`src/rfd_pkg.sv`:
```
// Shared types and constants for the remote frame deframer.
package rfd_pkg;

	localparam int PAYLOAD_BYTES = 16;
	localparam int IDX_W = $clog2(PAYLOAD_BYTES);

	localparam logic [7:0] SYNC_A = 8'hAA;
	localparam logic [7:0] SYNC_B = 8'h55;

	typedef enum logic [2:0] {
		PH_HUNT,
		PH_SYNC,
		PH_PAYLOAD,
		PH_TRAIL_A,
		PH_TRAIL_B
	} phase_t;

	typedef struct packed {
		logic signed [15:0] right_x;
		logic signed [15:0] right_y;
		logic signed [15:0] left_x;
		logic signed [15:0] left_y;
		logic signed [15:0] knob_one;
		logic signed [15:0] knob_two;
		logic signed [15:0] knob_three;
		logic [15:0]        key_bits;
	} frame_t;

	typedef struct packed {
		phase_t phase;
		logic   emit;
	} parse_status_t;

endpackage

```
`src/remote_frame_deframer.sv`:
```
// Top level of the remote frame deframer: input register, parser, result register.
//
//  channel | signals                           | dir | word
//  rx      | rx_valid, rx_ready, rx_byte       | in  | one received byte
//  frame   | frame_valid, frame_ready, fields  | out | seven channels and key word
//
// One byte per cycle unless a held frame word stalls it; a frame word is loaded
// into the result register as its last trailer byte leaves the input register.
// Reset returns the parser to header hunt; the payload store is not cleared.
// A held frame word only stalls a byte that would produce another frame;
// other bytes keep flowing.
module remote_frame_deframer
	import rfd_pkg::*;
(
	input  logic               clk,
	input  logic               arst_n,
	input  logic               rx_valid,
	output logic               rx_ready,
	input  logic [7:0]         rx_byte,
	output logic               frame_valid,
	input  logic               frame_ready,
	output logic signed [15:0] right_x,
	output logic signed [15:0] right_y,
	output logic signed [15:0] left_x,
	output logic signed [15:0] left_y,
	output logic signed [15:0] knob_one,
	output logic signed [15:0] knob_two,
	output logic signed [15:0] knob_three,
	output logic [15:0]        key_bits
);

	logic          valid_s1;
	logic [7:0]    byte_s1;
	logic          advance;
	parse_status_t status;
	frame_t        frame_d;
	frame_t        frame_q;
	logic          frame_valid_q;

	assign advance  = valid_s1 && (!status.emit || !frame_valid_q || frame_ready);
	assign rx_ready = !valid_s1 || advance;

	always_ff @(posedge clk or negedge arst_n) begin
		if (!arst_n) begin
			valid_s1 <= 1'b0;
		end else if (rx_ready) begin
			valid_s1 <= rx_valid;
		end
	end

	always_ff @(posedge clk) begin
		if (rx_valid && rx_ready) begin
			byte_s1 <= rx_byte;
		end
	end

	rfd_parser u_parser (
		.clk     (clk),
		.arst_n  (arst_n),
		.step    (advance),
		.rx_byte (byte_s1),
		.status  (status),
		.frame   (frame_d)
	);

	always_ff @(posedge clk or negedge arst_n) begin
		if (!arst_n) begin
			frame_valid_q <= 1'b0;
		end else if (advance && status.emit) begin
			frame_valid_q <= 1'b1;
		end else if (frame_ready) begin
			frame_valid_q <= 1'b0;
		end
	end

	always_ff @(posedge clk) begin
		if (advance && status.emit) begin
			frame_q <= frame_d;
		end
	end

	assign frame_valid = frame_valid_q;
	assign right_x     = frame_q.right_x;
	assign right_y     = frame_q.right_y;
	assign left_x      = frame_q.left_x;
	assign left_y      = frame_q.left_y;
	assign knob_one    = frame_q.knob_one;
	assign knob_two    = frame_q.knob_two;
	assign knob_three  = frame_q.knob_three;
	assign key_bits    = frame_q.key_bits;

`ifndef SYNTHESIS
	a_emit_in_trailer: assert property (@(posedge clk) disable iff (!arst_n)
		status.emit |-> status.phase == PH_TRAIL_B)
		else $error("emit outside trailer phase");

	a_rose_from_emit: assert property (@(posedge clk) disable iff (!arst_n)
		$rose(frame_valid_q) |-> $past(advance && status.emit))
		else $error("frame word appeared without a completed trailer");

	a_stall_needs_byte: assert property (@(posedge clk) disable iff (!arst_n)
		!rx_ready |-> valid_s1 && status.emit && frame_valid_q)
		else $error("input stalled without a pending frame collision");

	a_phase_after_emit: assert property (@(posedge clk) disable iff (!arst_n)
		advance && status.emit |=> status.phase == PH_HUNT)
		else $error("parser not back to hunt after a frame");
`endif

endmodule

```
`src/rfd_parser.sv`:
```
// Phase tracker, payload store and frame assembly for the deframer.
module rfd_parser
	import rfd_pkg::*;
(
	input  logic          clk,
	input  logic          arst_n,
	input  logic          step,
	input  logic [7:0]    rx_byte,
	output parse_status_t status,
	output frame_t        frame
);

	phase_t           phase_q, phase_d;
	logic [IDX_W-1:0] idx_q, idx_d;
	logic             store_we;
	logic [7:0]       store_q [PAYLOAD_BYTES];

	always_comb begin
		phase_d = phase_q;
		idx_d   = idx_q;
		unique case (phase_q)
			PH_HUNT: begin
				phase_d = (rx_byte == SYNC_A) ? PH_SYNC : PH_HUNT;
			end
			PH_SYNC: begin
				if (rx_byte == SYNC_B) begin
					phase_d = PH_PAYLOAD;
					idx_d   = '0;
				end else if (rx_byte != SYNC_A) begin
					phase_d = PH_HUNT;
				end
			end
			PH_PAYLOAD: begin
				if (idx_q == IDX_W'(PAYLOAD_BYTES - 1)) begin
					phase_d = PH_TRAIL_A;
					idx_d   = '0;
				end else begin
					idx_d = idx_q + 1'b1;
				end
			end
			PH_TRAIL_A: begin
				phase_d = (rx_byte == SYNC_B) ? PH_TRAIL_B : PH_HUNT;
			end
			PH_TRAIL_B: begin
				phase_d = PH_HUNT;
			end
			default: begin
				phase_d = PH_HUNT;
			end
		endcase
	end

	always_comb begin
		store_we = 1'b0;
		status.phase = phase_q;
		status.emit  = 1'b0;
		unique case (phase_q)
			PH_PAYLOAD: begin
				store_we = 1'b1;
			end
			PH_TRAIL_B: begin
				status.emit = (rx_byte == SYNC_A);
			end
			default: begin
				store_we = 1'b0;
			end
		endcase
	end

	always_ff @(posedge clk or negedge arst_n) begin
		if (!arst_n) begin
			phase_q <= PH_HUNT;
			idx_q   <= '0;
		end else if (step) begin
			phase_q <= phase_d;
			idx_q   <= idx_d;
		end
	end

	always_ff @(posedge clk) begin
		if (step && store_we) begin
			store_q[idx_q] <= rx_byte;
		end
	end

	// little-endian channels, key word big-endian
	assign frame.right_x    = {store_q[1], store_q[0]};
	assign frame.right_y    = {store_q[3], store_q[2]};
	assign frame.left_x     = {store_q[5], store_q[4]};
	assign frame.left_y     = {store_q[7], store_q[6]};
	assign frame.knob_one   = {store_q[9], store_q[8]};
	assign frame.knob_two   = {store_q[11], store_q[10]};
	assign frame.knob_three = {store_q[13], store_q[12]};
	assign frame.key_bits   = {store_q[14], store_q[15]};

endmodule

```
`config.mk`:
```
export PLATFORM = sky130hd
export DESIGN_NAME = remote_frame_deframer
export DESIGN_NICKNAME = d
export VERILOG_FILES = /design/src/rfd_pkg.sv /design/src/remote_frame_deframer.sv /design/src/rfd_parser.sv
export SDC_FILE = /design/constraint.sdc
export NUM_CORES = 1
export LEC_CHECK = 0
export ABC_AREA = 1
export BUFFER_PORTS_ARGS = -buffer_cell sky130_fd_sc_hd__buf_2
export CORE_MARGIN = 2
export CORE_UTILIZATION = 25
export DETAILED_ROUTE_END_ITERATION = 8
export SYNTH_ARGS = -nofsm -noshare
export SYNTH_HDL_FRONTEND = slang
export SYNTH_SLANG_ARGS = --single-unit
```
`constraint.sdc`:
```
create_clock -name clk -period 4.6 [get_ports clk]
set_input_delay 0.23 -clock clk [delete_from_list [all_inputs] [get_ports clk]]
set_output_delay 0.23 -clock clk [all_outputs]
set_load 0.01 [all_outputs]
```
==> insert_results.sql <==
INSERT INTO impl_metrics (metric_group, metric, value, unit) VALUES
('clock_tree', 'cts_hold_buffers', '11', ''),
('finish', 'final_layout_size_suffix_gt1_share', '30.4', '%'),
('power_and_ir_drop', 'vdd.ir_drop.worst', '0.245', 'mV'),
('sta', 'drv_slew', '0', ''),
('route', 'drt_drc_violations_left', '0', ''),
('logic_synthesis', 'synth_async_sr_flop_share', '3.30', '%'),
('grt', 'track_usage', '9.69', '%'),
('die', 'area_of_the_core', '0.0345', 'mm^2'),
('clock_tree', 'post-cts-setup-buffer-count', '0', ''),
('power_and_ir_drop', 'power_frac_clock', '42.6', '%'),
('die', 'die_height', '191', 'um'),
('logic_synthesis', 'synth_most_common_cell', 'sky130_fd_sc_hd__edfxtp_1', ''),
('placement', 'io_buffer_count', '141', ''),
('logic_synthesis', 'synth_commonest_cells', 'sky130_fd_sc_hd__edfxtp_1, sky130_fd_sc_hd__nand2_1, sky130_fd_sc_hd__nor2_1', ''),
('critical_path', 'setup.worst_path.end', 'knob_one[2]', ''),
('critical_path', 'reg2regPathDepth', '7', ''),
('route', 'antenna_left', '0', ''),
('logic_synthesis', 'synth_sequential_area_ratio', '92.8', '%'),
('sta', 'fin_setup_tns', '0', 'ns'),
('sta', 'rsz0062_at_grt', 'false', ''),
('logic_synthesis', 'synth.avg_cell_area', '21.5', 'um^2'),
('clock_tree', 'h_tree_level_count', '1', ''),
('finish', 'stdcell_count', '1064', ''),
('finish', 'antenna_cells', '0', ''),
('hold_path', 'hold_crit_path_type', 'input port to async pin', ''),
('power_and_ir_drop', 'seq_power_share', '56.5', '%'),
('power_and_ir_drop', 'leakagePower', '3.85', 'nW'),
('finish', 'postLayoutCellArea', '0.0110', 'mm^2'),
('clock_tree', 'clk-insertion-delay-late', '0.52', 'ns'),
('sta', 'max_slew_margin', '45.9', '%'),
('sta', 'timing.final.setup_violations', '0', ''),
('logic_synthesis', 'post_synth_num_cell_types', '18', ''),
('sta', 'skew_final', '0.0158', 'ns'),
('grt', 'antenna_found_initial', '0', ''),
('power_and_ir_drop', 'power.density', '441', 'mW/mm^2'),
('critical_path', 'regToRegSetupSlack', '1.65', 'ns'),
('clock_tree', 'root_buffer', 'sky130_fd_sc_hd__clkbuf_16', ''),
('logic_synthesis', 'netlist_top_cells_area', 'sky130_fd_sc_hd__edfxtp_1, sky130_fd_sc_hd__dfrtp_1, sky130_fd_sc_hd__nand2_1, sky130_fd_sc_hd__nor2_1, sky130_fd_sc_hd__inv_1', ''),
('critical_path', 'worst-endpoint-required', '4.77', 'ns'),
('die', 'dieArea', '0.0367', 'mm^2'),
('clock_tree', 'tritoncts_num_sinks', '273', ''),
('critical_path', 'critical_path.cell_chain', 'nand2_1 -> inv_1 -> nand2_1 -> nor2_2 -> nand4_1 -> inv_4 -> buf_12', ''),
('logic_synthesis', 'synthesis.instances', '409', ''),
('sta', 'timing_hold_violations_final', '0', ''),
('critical_path', 'regToRegEndpoint', 'knob_one[2]', ''),
('logic_synthesis', 'synth_top_cell_area_share', '90.2', '%'),
('finish', 'n_fill_cell', '3372', ''),
('die', 'initial_core_util', '25.4', '%'),
('logic_synthesis', 'synth-warning-count', '0', ''),
('power_and_ir_drop', 'internal_power', '3.97', 'mW'),
('grt', 'grt_start_max_net_pins', '70', ''),
('clock_tree', 'cts_tree', 'done', ''),
('critical_path', 'crit_path_start', 'byte_s1[7]', ''),
('logic_synthesis', 'library_cell_with_the_largest_summed_area_after_synthesis', 'sky130_fd_sc_hd__edfxtp_1', ''),
('placement', 'dp_cells', '1005', ''),
('finish', 'utilization', '31.9', '%'),
('power_and_ir_drop', 'switchingPower', '0.894', 'mW'),
('placement', 'dp_slack', '1.63', 'ns'),
('power_and_ir_drop', 'netSwitchingFraction', '18.4', '%'),
('critical_path', 'timing.critical_path.arrival', '3.12', 'ns'),
('route', 'wl', '18.4', 'mm'),
('die', 'rows', '68', ''),
('grt', 'global_route_wire_length_before_repair', '25.8', 'mm'),
('logic_synthesis', 'postSynthRegisterBits', '273', ''),
('logic_synthesis', 'syn_area', '0.00879', 'mm^2'),
('run_status', 'outcome', 'finished, final reports clean', ''),
('critical_path', 'timing.critical_path.mode_cell', 'sky130_fd_sc_hd__nand2_1', ''),
('placement', 'place_congestion', '0.721', ''),
('die', 'chipWidth', '191', 'um'),
('placement', 'hpwl', '12.2', 'mm'),
('route', 'detail_route.vias_per_cell', '3.80', '');
==> cells by family (layout without fill, tap and decap cells) <==
family | count (synthesis) | count (layout) | share of synthesized area (%)
AOI/OAI and AO/OA | 2 | 2 | 0.114
DFF | 273 | 273 | 92.8
adders and majority gates | 4 | 4 | 0.570
buffers and inverters | 27 | 227 | 1.31
xor gates and xnor gates | 1 | 1 | 0.0997
and+or+nand+nor | 102 | 102 | 5.11
==> layout by cell type, fill, tap and decap left out, types with 3 or more instances in the layout <==
cell                            count
sky130_fd_sc_hd__buf_2            141
sky130_fd_sc_hd__buf_4              3
sky130_fd_sc_hd__bufinv_16          3
sky130_fd_sc_hd__clkbuf_1           3
sky130_fd_sc_hd__clkbuf_16         27
sky130_fd_sc_hd__clkinv_1          11
sky130_fd_sc_hd__clkinv_2           3
sky130_fd_sc_hd__dfrtp_1            9
sky130_fd_sc_hd__dlygate4sd3_1     11
sky130_fd_sc_hd__edfxtp_1         264
sky130_fd_sc_hd__ha_1               4
sky130_fd_sc_hd__inv_1             22
sky130_fd_sc_hd__nand2_1           47
sky130_fd_sc_hd__nand3_1            8
sky130_fd_sc_hd__nand3_2            3
sky130_fd_sc_hd__nand4_1           11
sky130_fd_sc_hd__nor2_1            30
==> power groups by stage <==
stage               clock [mW]  sequential (mW)  combinational (mW)
finish                    2.07             2.75              0.0439
global route              2.23             2.75              0.0491
CTS                       2.13             2.75              0.0451
detailed placement           0             2.80              0.0378
global placement             0             2.80              0.0374
floorplan                    0             2.79              0.0101
==> per-layer routing <==
| metal | routed length, um | vias to the layer above | track usage [%] |
|---|---|---|---|
| li1 | - | 1895 | - |
| met1 | 8050 | 1988 | 12.7 |
| met2 | 8940 | 139 | 16.3 |
| met3 | 1090 | 24 | 1.82 |
| met4 | 292 | 0 | 2.81 |
| met5 | 0 | - | 0 |
==> worst max-delay path, delay by kind of cell, from the launching register on <==
family,cells,cell delay [ns]
flops,1,0.88
buf+inv,3,1.09
simple gates,4,0.56
==> worst min path at each step <==
stage	to	slack, ns	depth (start not counted)
6_report	frame_valid	0.12	2
5_1_grt	frame_valid	0.14	2
4_1_cts	u_parser.phase_q[2]	0.10	2
3_5_place_dp	u_parser.phase_q[2]	0.11	1
3_3_place_gp	u_parser.phase_q[2]	0.1	1
2_1_floorplan	frame_valid	-0.07	0
==> final cells by class <==
cell class | count | area [um^2] | share of cell area [%]
clock buffers | 30 | 687 | 6.23
clock inverters | 18 | 154 | 1.40
inverters | 23 | 88.8 | 0.806
multi-input cells | 109 | 518 | 4.70
flip-flops and latches | 273 | 8150 | 73.9
well taps | 455 | 569 | 5.16
repair buffers | 156 | 858 | 7.78
==> flip-flops by register name, indices dropped and copies added, names as in the netlist <==
signal            flops
knob_two             16
knob_three           16
left_y               16
valid_s1              1
right_x              16
u_parser.phase_q      3
right_y              16
frame_valid           1
left_x               16
u_parser.idx_q        4
byte_s1               8
u_parser.store_q    128
key_bits             16
knob_one             16
No activity file was read; power rests on OpenSTA's default activity.
